**config.mk**
```make
export PLATFORM = sky130hd
export DESIGN_NAME = decimal_field_display_formatter
export DESIGN_NICKNAME = d
export VERILOG_FILES = /design/src/hdl/dfd_pkg.sv /design/src/hdl/dfd_digit_split.sv /design/src/hdl/dfd_emitter.sv /design/src/hdl/decimal_field_display_formatter.sv
export SDC_FILE = /design/constraint.sdc
export NUM_CORES = 2
export LEC_CHECK = 0
export ABC_AREA = 1
export ABC_CLOCK_PERIOD_IN_PS = 10270
export BUFFER_PORTS_ARGS = -buffer_cell sky130_fd_sc_hd__buf_2
export CORE_ASPECT_RATIO = 2
export CORE_UTILIZATION = 55
export CTS_CLUSTER_DIAMETER = 40
export DETAILED_ROUTE_END_ITERATION = 10
export HOLD_SLACK_MARGIN = 0.06
export PLACE_DENSITY = 0.71
export SLEW_MARGIN = 10
export SYNTH_ARGS = -nofsm -noshare
export SYNTH_HDL_FRONTEND = slang
export SYNTH_SLANG_ARGS = --single-unit
```
**constraint.sdc**
```tcl
create_clock -name clk -period 10.27 [get_ports clk]
set_clock_uncertainty 0.05 [all_clocks]
set_input_delay 2.054 -clock clk [delete_from_list [all_inputs] [get_ports clk]]
set_output_delay 2.054 -clock clk [all_outputs]
set_load 0.02 [all_outputs]
```
**src/hdl/dfd_pkg.sv**
```systemverilog
`default_nettype none

package dfd_pkg;

    localparam int DISPLAY_DIGITS = 8;
    localparam int DIGIT_W        = 4;
    localparam int BCD_ENTRIES    = 128;

    localparam logic [3:0] SYM_BLANK = 4'd10;
    localparam logic [3:0] SYM_MINUS = 4'd11;

    localparam logic [1:0] SIGN_MINUS = 2'd0;
    localparam logic [1:0] SIGN_BLANK = 2'd1;

    // One formatting request as it travels down the digit split pipeline.
    typedef struct packed {
        logic [2:0] device_id;
        logic [3:0] start_position;
        logic [3:0] field_length;
        logic [3:0] decimal_power;
        logic [1:0] sign_mode;
        logic       show_digit_at_point;
        logic       point_at_units;
    } req_t;

    // Index 0 is the units digit.
    typedef logic [DISPLAY_DIGITS-1:0][DIGIT_W-1:0] digits_t;

    // Tens digit in the upper nibble, units digit in the lower nibble.
    typedef logic [BCD_ENTRIES-1:0][7:0] bcd_table_t;

    function automatic bcd_table_t build_bcd_table();
        bcd_table_t tbl;
        logic [3:0] tens;
        logic [3:0] units;
        tens  = '0;
        units = '0;
        for (int k = 0; k < BCD_ENTRIES; k++)
        begin
            tbl[k] = {tens, units};
            if (units == 4'd9)
            begin
                units = '0;
                tens  = tens + 4'd1;
            end
            else
            begin
                units = units + 4'd1;
            end
        end
        return tbl;
    endfunction

    localparam bcd_table_t BCD_TABLE = build_bcd_table();

endpackage

`default_nettype wire

```
**src/hdl/dfd_digit_split.sv**
```systemverilog
`default_nettype none

module dfd_digit_split
    import dfd_pkg::*;
(
    input  wire logic        clk,
    input  wire logic        rst_n,
    input  wire logic        in_valid,
    output logic             in_stall,
    input  wire req_t        in_req,
    input  wire logic [30:0] in_number,
    output logic             out_valid,
    input  wire logic        out_ready,
    output req_t             out_req,
    output digits_t          out_digits
);

    logic v0_reg, v1_reg, v2_reg, v3_reg, v4_reg, v5_reg;
    logic rdy0, rdy1, rdy2, rdy3, rdy4, rdy5;

    req_t req0_reg, req1_reg, req2_reg, req3_reg, req4_reg, req5_reg;

    logic [30:0] num0_reg;
    logic [30:0] num1_reg;
    logic [4:0]  qe1_reg;
    logic [26:0] r2_reg;
    logic [26:0] r3_reg;
    logic [13:0] hi3_reg;
    logic [13:0] hi4_reg;
    logic [13:0] lo4_reg;
    logic [13:0] hi5_reg;
    logic [13:0] lo5_reg;
    logic [6:0]  qh5_reg;
    logic [6:0]  ql5_reg;

    logic [16:0] t_prod0;
    logic [4:0]  qe0;
    logic [30:0] q_prod1;
    logic [30:0] r_raw1;
    logic [30:0] r_cor1;
    logic [58:0] hi_prod2;
    logic [26:0] lo_full3;
    logic [26:0] qh_prod4;
    logic [26:0] ql_prod4;
    logic [13:0] rh_full5;
    logic [13:0] rl_full5;
    logic [7:0]  pair_qh, pair_rh, pair_ql, pair_rl;

    assign rdy5     = !v5_reg || out_ready;
    assign rdy4     = !v4_reg || rdy5;
    assign rdy3     = !v3_reg || rdy4;
    assign rdy2     = !v2_reg || rdy3;
    assign rdy1     = !v1_reg || rdy2;
    assign rdy0     = !v0_reg || rdy1;
    assign in_stall = !rdy0;

    // Estimate of number / 10^8 from the top eleven bits; it is never high
    // and at most one short, so one conditional subtract fixes it.
    assign t_prod0 = 17'(num0_reg[30:20]) * 17'd42;
    assign qe0     = t_prod0[16:12];

    assign q_prod1 = 31'(qe1_reg) * 31'd100000000;
    assign r_raw1  = num1_reg - q_prod1;
    assign r_cor1  = (r_raw1 >= 31'd100000000) ? (r_raw1 - 31'd100000000) : r_raw1;

    // Exact division by 10000 through a reciprocal.
    assign hi_prod2 = 59'(r2_reg) * 59'd3518437209;

    assign lo_full3 = r3_reg - 27'(hi3_reg) * 27'd10000;

    // Exact division by 100 for values below 10000.
    assign qh_prod4 = 27'(hi4_reg) * 27'd5243;
    assign ql_prod4 = 27'(lo4_reg) * 27'd5243;

    assign rh_full5 = hi5_reg - 14'(qh5_reg) * 14'd100;
    assign rl_full5 = lo5_reg - 14'(ql5_reg) * 14'd100;

    assign pair_qh = BCD_TABLE[qh5_reg];
    assign pair_rh = BCD_TABLE[rh_full5[6:0]];
    assign pair_ql = BCD_TABLE[ql5_reg];
    assign pair_rl = BCD_TABLE[rl_full5[6:0]];

    assign out_valid  = v5_reg;
    assign out_req    = req5_reg;
    assign out_digits = {pair_qh[7:4], pair_qh[3:0], pair_rh[7:4], pair_rh[3:0],
                         pair_ql[7:4], pair_ql[3:0], pair_rl[7:4], pair_rl[3:0]};

    always_ff @(posedge clk or negedge rst_n)
    begin
        if (!rst_n)
        begin
            v0_reg <= 1'b0;
            v1_reg <= 1'b0;
            v2_reg <= 1'b0;
            v3_reg <= 1'b0;
            v4_reg <= 1'b0;
            v5_reg <= 1'b0;
        end
        else
        begin
            if (rdy0) v0_reg <= in_valid;
            if (rdy1) v1_reg <= v0_reg;
            if (rdy2) v2_reg <= v1_reg;
            if (rdy3) v3_reg <= v2_reg;
            if (rdy4) v4_reg <= v3_reg;
            if (rdy5) v5_reg <= v4_reg;
        end
    end

    always_ff @(posedge clk)
    begin
        if (rdy0)
        begin
            req0_reg <= in_req;
            num0_reg <= in_number;
        end
        if (rdy1)
        begin
            req1_reg <= req0_reg;
            num1_reg <= num0_reg;
            qe1_reg  <= qe0;
        end
        if (rdy2)
        begin
            req2_reg <= req1_reg;
            r2_reg   <= r_cor1[26:0];
        end
        if (rdy3)
        begin
            req3_reg <= req2_reg;
            r3_reg   <= r2_reg;
            hi3_reg  <= hi_prod2[58:45];
        end
        if (rdy4)
        begin
            req4_reg <= req3_reg;
            hi4_reg  <= hi3_reg;
            lo4_reg  <= lo_full3[13:0];
        end
        if (rdy5)
        begin
            req5_reg <= req4_reg;
            hi5_reg  <= hi4_reg;
            lo5_reg  <= lo4_reg;
            qh5_reg  <= qh_prod4[25:19];
            ql5_reg  <= ql_prod4[25:19];
        end
    end

endmodule

`default_nettype wire

```
**src/hdl/dfd_emitter.sv**
```systemverilog
`default_nettype none

module dfd_emitter
    import dfd_pkg::*;
(
    input  wire logic    clk,
    input  wire logic    rst_n,
    input  wire logic    in_valid,
    output logic         in_ready,
    input  wire req_t    in_req,
    input  wire digits_t in_digits,
    output logic         out_valid,
    input  wire logic    out_stall,
    output logic [2:0]   target_device,
    output logic [2:0]   digit_position,
    output logic [3:0]   symbol,
    output logic         point_on,
    output logic         write_enable,
    output logic         start_error,
    output logic         length_trimmed,
    output logic         sign_error,
    output logic         last
);

    // Request decode at load time.
    logic       ld_start_err;
    logic [3:0] ld_start;
    logic [4:0] ld_sum;
    logic       ld_trim;
    logic [3:0] ld_len;
    logic [3:0] ld_end;
    logic       ld_sign_req;
    logic       ld_has_sign;
    logic       ld_sign_err;
    logic [3:0] ld_sign_pos;

    logic       busy_reg, busy_next;
    logic       out_valid_reg, out_valid_next;
    logic [3:0] i_reg;
    logic [3:0] end_reg;
    logic [2:0] dev_reg;
    logic [3:0] pw_reg;
    logic       lead_reg;
    logic       units_reg;
    logic       minus_reg;
    logic       has_sign_reg;
    logic [2:0] sign_pos_reg;
    logic       se_reg;
    logic       lt_reg;
    logic       sg_reg;
    digits_t    digits_reg;

    logic       out_adv;
    logic       gen;
    logic       gen_last;
    logic       load;
    logic       in_digits_phase;
    logic       point_match;
    logic [3:0] ai;
    logic [3:0] pos_full;
    logic [3:0] digit_val;

    logic [2:0] res_pos;
    logic [3:0] res_sym;
    logic       res_pt;
    logic       res_we;

    always_comb
    begin
        ld_start_err = (in_req.start_position == 4'd0)
                    || (in_req.start_position > 4'(DISPLAY_DIGITS));
        ld_start     = ld_start_err ? 4'd1 : in_req.start_position;
        ld_sum       = 5'(ld_start) + 5'(in_req.field_length);
        ld_trim      = ld_sum > 5'(DISPLAY_DIGITS + 1);
        ld_len       = ld_trim ? (4'(DISPLAY_DIGITS + 1) - ld_start) : in_req.field_length;
        ld_end       = ld_start + ld_len;
        ld_sign_req  = (in_req.sign_mode == SIGN_MINUS) || (in_req.sign_mode == SIGN_BLANK);
        ld_sign_err  = ld_sign_req && (ld_start == 4'd1);
        ld_has_sign  = ld_sign_req && (ld_start != 4'd1);
        ld_sign_pos  = 4'(DISPLAY_DIGITS + 1) - ld_start;
    end

    // A field position i matches the point when i + power + 1 lands on the end.
    always_comb
    begin
        in_digits_phase = i_reg < end_reg;
        point_match     = (5'(i_reg) + 5'(pw_reg) + 5'd1) == 5'(end_reg);
        ai              = end_reg - 4'd1 - i_reg;
        pos_full        = 4'(DISPLAY_DIGITS) - i_reg;
        digit_val       = digits_reg[ai[2:0]];

        res_pos  = 3'd0;
        res_sym  = SYM_BLANK;
        res_pt   = 1'b0;
        res_we   = 1'b0;
        gen_last = 1'b1;

        priority if (in_digits_phase)
        begin
            res_pos  = pos_full[2:0];
            res_sym  = digit_val;
            res_we   = 1'b1;
            gen_last = ((i_reg + 4'd1) == end_reg) && !has_sign_reg;
            if (point_match && (pw_reg != 4'd0))
            begin
                res_pt = 1'b1;
                if (!lead_reg)
                begin
                    res_sym = SYM_BLANK;
                end
            end
            else if (point_match && units_reg)
            begin
                res_pt = 1'b1;
            end
        end
        else if (has_sign_reg)
        begin
            res_pos = sign_pos_reg;
            res_sym = minus_reg ? SYM_MINUS : SYM_BLANK;
            res_we  = 1'b1;
        end
        else
        begin
            // Nothing to write at all: one empty word carries the flags.
            res_pos = 3'd0;
            res_sym = SYM_BLANK;
        end
    end

    assign out_adv  = !out_valid_reg || !out_stall;
    assign gen      = busy_reg && out_adv;
    assign in_ready = !busy_reg || (gen && gen_last);
    assign load     = in_valid && in_ready;

    always_comb
    begin
        busy_next = busy_reg;
        if (gen && gen_last)
        begin
            busy_next = 1'b0;
        end
        if (load)
        begin
            busy_next = 1'b1;
        end

        out_valid_next = out_valid_reg;
        if (gen)
        begin
            out_valid_next = 1'b1;
        end
        else if (!out_stall)
        begin
            out_valid_next = 1'b0;
        end
    end

    always_ff @(posedge clk or negedge rst_n)
    begin
        if (!rst_n)
        begin
            busy_reg      <= 1'b0;
            out_valid_reg <= 1'b0;
        end
        else
        begin
            busy_reg      <= busy_next;
            out_valid_reg <= out_valid_next;
        end
    end

    always_ff @(posedge clk)
    begin
        if (load)
        begin
            i_reg        <= ld_start;
            end_reg      <= ld_end;
            dev_reg      <= in_req.device_id;
            pw_reg       <= in_req.decimal_power;
            lead_reg     <= in_req.show_digit_at_point;
            units_reg    <= in_req.point_at_units;
            minus_reg    <= in_req.sign_mode == SIGN_MINUS;
            has_sign_reg <= ld_has_sign;
            sign_pos_reg <= ld_sign_pos[2:0];
            se_reg       <= ld_start_err;
            lt_reg       <= ld_trim;
            sg_reg       <= ld_sign_err;
            digits_reg   <= in_digits;
        end
        else if (gen && in_digits_phase)
        begin
            i_reg <= i_reg + 4'd1;
        end

        if (gen)
        begin
            target_device  <= dev_reg;
            digit_position <= res_pos;
            symbol         <= res_sym;
            point_on       <= res_pt;
            write_enable   <= res_we;
            start_error    <= se_reg;
            length_trimmed <= lt_reg;
            sign_error     <= sg_reg;
            last           <= gen_last;
        end
    end

    assign out_valid = out_valid_reg;

endmodule

`default_nettype wire

```
**src/hdl/decimal_field_display_formatter.sv**
```systemverilog
// A request's first word reaches the output through the digit split stages, the emitter's
// request registers and its output register. Throughput: one output word per cycle while
// out_stall is low; a request yields 1 to 8 words, and the next is taken with its last word.
// The six-stage digit split pipeline buffers up to six requests while the emitter works.
// Reset (rst_n, asynchronous, active low) empties the pipeline, emitter and output register.
`default_nettype none

module decimal_field_display_formatter
    import dfd_pkg::*;
(
    input  wire logic        clk,
    input  wire logic        rst_n,
    input  wire logic        in_valid,
    output logic             in_stall,
    input  wire logic [2:0]  device_id,
    input  wire logic [30:0] number,
    input  wire logic [3:0]  start_position,
    input  wire logic [3:0]  field_length,
    input  wire logic [3:0]  decimal_power,
    input  wire logic [1:0]  sign_mode,
    input  wire logic        show_digit_at_point,
    input  wire logic        point_at_units,
    output logic             out_valid,
    input  wire logic        out_stall,
    output logic [2:0]       target_device,
    output logic [2:0]       digit_position,
    output logic [3:0]       symbol,
    output logic             point_on,
    output logic             write_enable,
    output logic             start_error,
    output logic             length_trimmed,
    output logic             sign_error,
    output logic             last
);

    req_t    in_req;
    req_t    split_req;
    digits_t split_digits;
    logic    split_valid;
    logic    emit_ready;

    always_comb
    begin
        in_req.device_id           = device_id;
        in_req.start_position      = start_position;
        in_req.field_length        = field_length;
        in_req.decimal_power       = decimal_power;
        in_req.sign_mode           = sign_mode;
        in_req.show_digit_at_point = show_digit_at_point;
        in_req.point_at_units      = point_at_units;
    end

    dfd_digit_split u_split (
        .clk        (clk),
        .rst_n      (rst_n),
        .in_valid   (in_valid),
        .in_stall   (in_stall),
        .in_req     (in_req),
        .in_number  (number),
        .out_valid  (split_valid),
        .out_ready  (emit_ready),
        .out_req    (split_req),
        .out_digits (split_digits)
    );

    dfd_emitter u_emitter (
        .clk            (clk),
        .rst_n          (rst_n),
        .in_valid       (split_valid),
        .in_ready       (emit_ready),
        .in_req         (split_req),
        .in_digits      (split_digits),
        .out_valid      (out_valid),
        .out_stall      (out_stall),
        .target_device  (target_device),
        .digit_position (digit_position),
        .symbol         (symbol),
        .point_on       (point_on),
        .write_enable   (write_enable),
        .start_error    (start_error),
        .length_trimmed (length_trimmed),
        .sign_error     (sign_error),
        .last           (last)
    );

endmodule

`default_nettype wire
```
# Word-level counts from Yosys, hierarchy flattened
# Memories as Yosys holds them, arrays and structs flattened. A register that Yosys moved wholly into a read port is not among the register bits.
# Index checks and enable logic that the tools add are counted.
# word_totals
ff_bits	341
romBits	4096
inputBits	54
output_inout_bits	18
word_cells	177
memories	4
# memory_table
memory	depth	word_bits	rd	rd_clocked_by_memory_dff	write_ports	line_no	source
(name not given)	128	8	1	1	0	dfd_digit_split.sv:78	assign pair_qh = BCD_TABLE[qh5_reg];
(name not given)	128	8	1	1	0	dfd_digit_split.sv:79	assign pair_rh = BCD_TABLE[rh_full5[6:0]];
(name not given)	128	8	1	1	0	dfd_digit_split.sv:80	assign pair_ql = BCD_TABLE[ql5_reg];
(name not given)	128	8	1	1	0	dfd_digit_split.sv:81	assign pair_rl = BCD_TABLE[rl_full5[6:0]];
# classes
addsub	14
mul	8
magnitude_cmp	5
eq_ne	6
muxes	22
n_reduce_logical	35
# ops
cell	count
multiplier 27 x 32 -> 59 bit (second input constant)	1
multiplier 14 x 13 -> 26 bit (second input constant)	2
two-way mux 4 bit	9
>= comparator 31 x 27 -> 1 bit (second input constant)	1
subtractor 31 bit	1
two-way mux 27 bit	1
subtractor 27 bit (second input constant)	1
multiplier 5 x 19 -> 23 bit (second input constant)	1
multiplier 11 x 5 -> 16 bit (second input constant)	1
multiplier 14 x 10 -> 10 bit (second input constant)	1
multiplier 7 x 5 -> 5 bit (second input constant)	2
subtractor 14 bit	1
subtractor 7 bit	2
binary-select mux 4 bit (select 3 bit)	1
zero test 1 bit	11
adder 4 x 4 -> 5 bit	2
logical OR 1 bit	10
logical AND 1 bit	9
two-way mux 1 bit	9
two-way mux 3 bit	2
adder 5 x 1 -> 5 bit (second input constant)	1
== test 5 x 4 -> 1 bit	1
> comparator 5 x 4 -> 1 bit (second input constant)	1
adder 4 x 1 -> 4 bit (second input constant)	1
other kinds (17)	18

# Longest topological paths before layout
# depth
depth_word	13
mapped_depth	35
depth_no_buf	34

# Hierarchy
# A second synthesis with hierarchy kept.
# hier_totals
cells_unflattened	4555
area_unflattened_um2	43200.2
# by_module_without_submodules
module	n_inst	cells_each	area_each_um2	seq_area_each_um2
dfd_digit_split	1	4243	39605.5	9238.9
dfd_emitter	1	312	3594.7	2242.2

# Least setup slack after synthesis
# No wires, ideal clock.
# synth_path
path_kind	input to output
from	input out_stall
to	output in_stall
arrival_ns	6.504
required_time_ns	8.166
slack_ns	1.662
cell_stages	6
n_path_buf	0
path_cell_list	nand2_1 > nand2_1 > nand4_1 > nor2_1 > nand4_1 > inv_1
# synth_via
elab_chain_len	12
# synth_rtl
element	line_no	source
start: declaration	decimal_field_display_formatter.sv:24	input wire logic out_stall,
zero test 1 bit	dfd_emitter.sv:131	assign out_adv = !out_valid_reg || !out_stall;
logical OR 1 bit	dfd_emitter.sv:131	
logical AND 1 bit	dfd_emitter.sv:132	assign gen = busy_reg && out_adv;
logical AND 1 bit	dfd_emitter.sv:133	assign in_ready = !busy_reg || (gen && gen_last);
logical OR 1 bit	dfd_emitter.sv:133	
logical OR 1 bit	dfd_digit_split.sv:49	assign rdy5 = !v5_reg || out_ready;
logical OR 1 bit	dfd_digit_split.sv:50	assign rdy4 = !v4_reg || rdy5;
named net u_split.rdy4	dfd_digit_split.sv:19	logic rdy0, rdy1, rdy2, rdy3, rdy4, rdy5;
logical OR 1 bit	dfd_digit_split.sv:51	assign rdy3 = !v3_reg || rdy4;
logical OR 1 bit	dfd_digit_split.sv:52	assign rdy2 = !v2_reg || rdy3;
logical OR 1 bit	dfd_digit_split.sv:53	assign rdy1 = !v1_reg || rdy2;
logical OR 1 bit	dfd_digit_split.sv:54	assign rdy0 = !v0_reg || rdy1;
zero test 1 bit	dfd_digit_split.sv:55	assign in_stall = !rdy0;
end: declaration	decimal_field_display_formatter.sv:14	output logic in_stall,
# The timed path passes the listed nets, and every way through them passes these cells.

# Worst setup path after layout
# layout_path
from	register u_split.r2_reg[12]
to	register u_split.hi3_reg[9] (data pin)
# layout_via
elab_chain_len	1
# layout_rtl
element	line_no	source
start: declaration	dfd_digit_split.sv:26	logic [26:0] r2_reg;
start signal: assignment	dfd_digit_split.sv:126	r2_reg <= r_cor1[26:0];
multiplier 27 x 32 -> 59 bit	dfd_digit_split.sv:67	assign hi_prod2 = 59'(r2_reg) * 59'd3518437209;
named net u_split.hi_prod2[54]	dfd_digit_split.sv:41	logic [58:0] hi_prod2;
end signal: assignment	dfd_digit_split.sv:132	hi3_reg <= hi_prod2[58:45];
end: declaration	dfd_digit_split.sv:28	logic [13:0] hi3_reg;
# The timed path passes the listed nets, and every way through them passes these cells.
# A chain may end at the register's enable or synchronous reset.

==> metrics <==
Critical Path, Cell by Cell ha_1 -> inv_1 -> fa_1 -> inv_1 -> fa_1 -> inv_1 -> fa_1 -> fa_1 -> inv_1 -> fa_1 -> inv_1 -> fa_1 -> inv_1 -> ha_1 -> nand2_1 -> nand2_1 -> a21boi_0 -> o21ai_0 -> nand2_1 -> nand2_1 -> a221oi_1 -> nand2_1 -> xor2_1; global-route track usage on met1 25.34%; final net count 5572; gr busiest metal met2; largest net degree at the start of global routing 54; full die area 0.07736 mm2; dpl ws 3.454 ns; Yosys Warn Count 0; met2 Track Usage GR 64.41%; setup_tns 0 ns; row cnt 142; DR vias 29670; CTS max path bufs 3; Final Util 59.78%; mux share of post-synthesis cell area 0%; WP data arrival 7.41 ns; # port buffers 71; sequential share of the synthesized area 26.64%; initial core utilization 55.75%; vias in the first global route 32430; CTS Buf Count 45; largest family of logic cells by synthesized area adder cells; gr usage total 33.12%; Worst setup EP type register; Slew headroom 26.69%; post-synth net total 5480; cell area after synthesis 0.04190 mm2; FFs w/ async S/R, synth 2.145%; peak fanout along the critical path 8; Yosys reg bits 373; Post-Synthesis Cells 4269; library cells used by synthesis 56; max-slew violations 0; drt wl/cell 22.90 um; htree depth 2; Filler cells 6524; max-cap violations 0; Routed WL 123800 um; Worst Path Buf+Inv 6; Post-CTS Setup Inserts 0; main flop type after synthesis edfxtp_1; slowest CP cell edfxtp_1; die height 392.3 um; cell family with most CP delay adder cells; DRC Markers 0; Fmax 0.1407 GHz; Setup Viol. Count Final 0; commonest non-fill, non-tap cell in the layout inv_1; worst endpoint required time 10.57 ns; drt via density 5.487; antenna viol nets, final 0; Post-synth EDFFs 365; post-route clock period utilization 69.20%; Die W 197.2 um; grt total ovfl 0; Final Hold Viols 0; cts repair resizes 0; first-pass GRT wire length 183700 um; met3 Resource Use GR 6.200%; core box area 0.07515 mm2; I/O pin total 72; fraction of layout instances using a drive strength above 1 4.616%; Adder-Cell Fraction of Synth Area 43.81%; Worst-Margin Slew 1.100 ns; hpwl dp 106000 um; Worst-path clk slew 0.07 ns; Synth Area in XOR/XNOR 2.568%; syn avg cell area 9.815 um2; CTS tree built; post-layout min period 7.107 ns; Hold Path Class register to register; Iter 0 DRT Violations 1216; GPL Wtd Cong 1.086; post-synthesis compound-gate area fraction 6.895%; drt pass-1 iters 10; post-synthesis simple-gate area fraction 9.905%; Clock Root Buffer clkbuf_16; fin worst setup slack 3.163 ns; largest stage delay on the critical path 0.79 ns; worst-skew pair later-pin latency 0.63 ns; RSZ-0062 raised after global routing false; most frequent cells in the layout 1078 x inv_1, 640 x ha_1, 535 x nand2_1; synth-to-layout area growth 7.217%; clock sinks 373; outcome complete, no violations; CP Class register to register; initial antenna violation count 1; Hold Buf Count CTS 0; startpoint types register; max reg flops 32
[final timing paths]
path	start	cells past startpoint	endpoint	slack, ns
max	u_split.r2_reg[12]	23	u_split.hi3_reg[9]	3.16
min	u_split.req3_reg[0]	0	u_split.req4_reg[0]	0.36
max reg2reg	u_split.r2_reg[12]	23	u_split.hi3_reg[9]	3.16
min reg2reg	u_split.req3_reg[0]	0	u_split.req4_reg[0]	0.36
max in group asynchronous	rst_n	1	u_split.out_valid	8.78
min in group asynchronous	rst_n	1	u_emitter.out_valid	1.21
[per-stage QoR]
step           hold slack [ns]  cells  area [um2]
2_1_floorplan           0.3503   4269       41900
3_3_place_gp            0.3505   5322       43410
3_5_place_dp            0.3545   5322       43410
4_1_cts                 0.3660   5406       44920
5_1_grt                 0.3685   5407       44930
6_report                0.3648   5407       44930
[layer usage]
metal	routed length [um]	part of all wire [%]
met5	0	0
met4	15400	12
met3	5229	4.2
met2	68830	56
met1	34340	28
[cells in the mapped netlist (4+ instances only)]
cell type / n / share of area [%]
a22oi_1: 7 / 0.13
o21a_1: 10 / 0.18
nand2_1: 536 / 4.8
o21ai_0: 167 / 2.0
xor2_1: 75 / 1.6
nand2_2: 8 / 0.12
nand3_1: 101 / 1.2
nor2_1: 224 / 2.0
o32ai_1: 10 / 0.21
a21boi_0: 4 / 0.072
o211ai_1: 17 / 0.30
nand4_1: 45 / 0.67
inv_1: 1080 / 9.7
o21bai_1: 18 / 0.32
clkbuf_1: 26 / 0.23
xnor2_1: 46 / 0.96
a211oi_1: 6 / 0.11
dfrtp_1: 8 / 0.48
ha_1: 640 / 19
a31oi_1: 16 / 0.24
buf_6: 6 / 0.16
or2_2: 11 / 0.16
o22ai_1: 6 / 0.090
a21oi_1: 211 / 2.5
inv_2: 8 / 0.072
a221oi_1: 4 / 0.084
fa_1: 517 / 25
nor4_1: 8 / 0.12
a21o_1: 14 / 0.25
nor2_2: 5 / 0.075
edfxtp_1: 365 / 26
nor3_1: 28 / 0.33
[kinds of logic (layout without fill, tap and decap cells)]
kind of cell | count (synthesis) | in the layout
adder cells (fa/ha/maj) | 1157 | 1157
AO/OA/AOI/OAI | 509 | 509
other | 0 | 1
XOR/XNOR | 122 | 122
buffers and inverters | 1124 | 1253
AND/OR/NAND/NOR | 984 | 984
flip-flops | 373 | 373
[area by class of cell]
cell class	count	area, um2	area share [%]
antenna	1	2.502	0.005570
clock buffer	54	1170	2.604
clock inverter	30	339.1	0.7547
inverter	1090	4091	9.107
multi-input combinational	2772	26490	58.95
sequential	373	11160	24.84
tap	1008	1261	2.807
timing repair buffer	79	415.4	0.9246
[worst register-to-register path, stage by stage (launching register included)]
cell	delay [ns]
edfxtp_1	0.79
ha_1	0.41
inv_1	0.29
fa_1	0.56
inv_1	0.05
fa_1	0.74
inv_1	0.12
fa_1	0.43
fa_1	0.51
inv_1	0.06
fa_1	0.53
inv_1	0.05
fa_1	0.47
inv_1	0.04
ha_1	0.30
nand2_1	0.10
nand2_1	0.06
a21boi_0	0.39
o21ai_0	0.16
nand2_1	0.08
nand2_1	0.08
a221oi_1	0.31
nand2_1	0.11
xor2_1	0.15
Power is not shown: default switching activity piles up to over one toggle a cycle in this logic, so the estimate is an artifact.
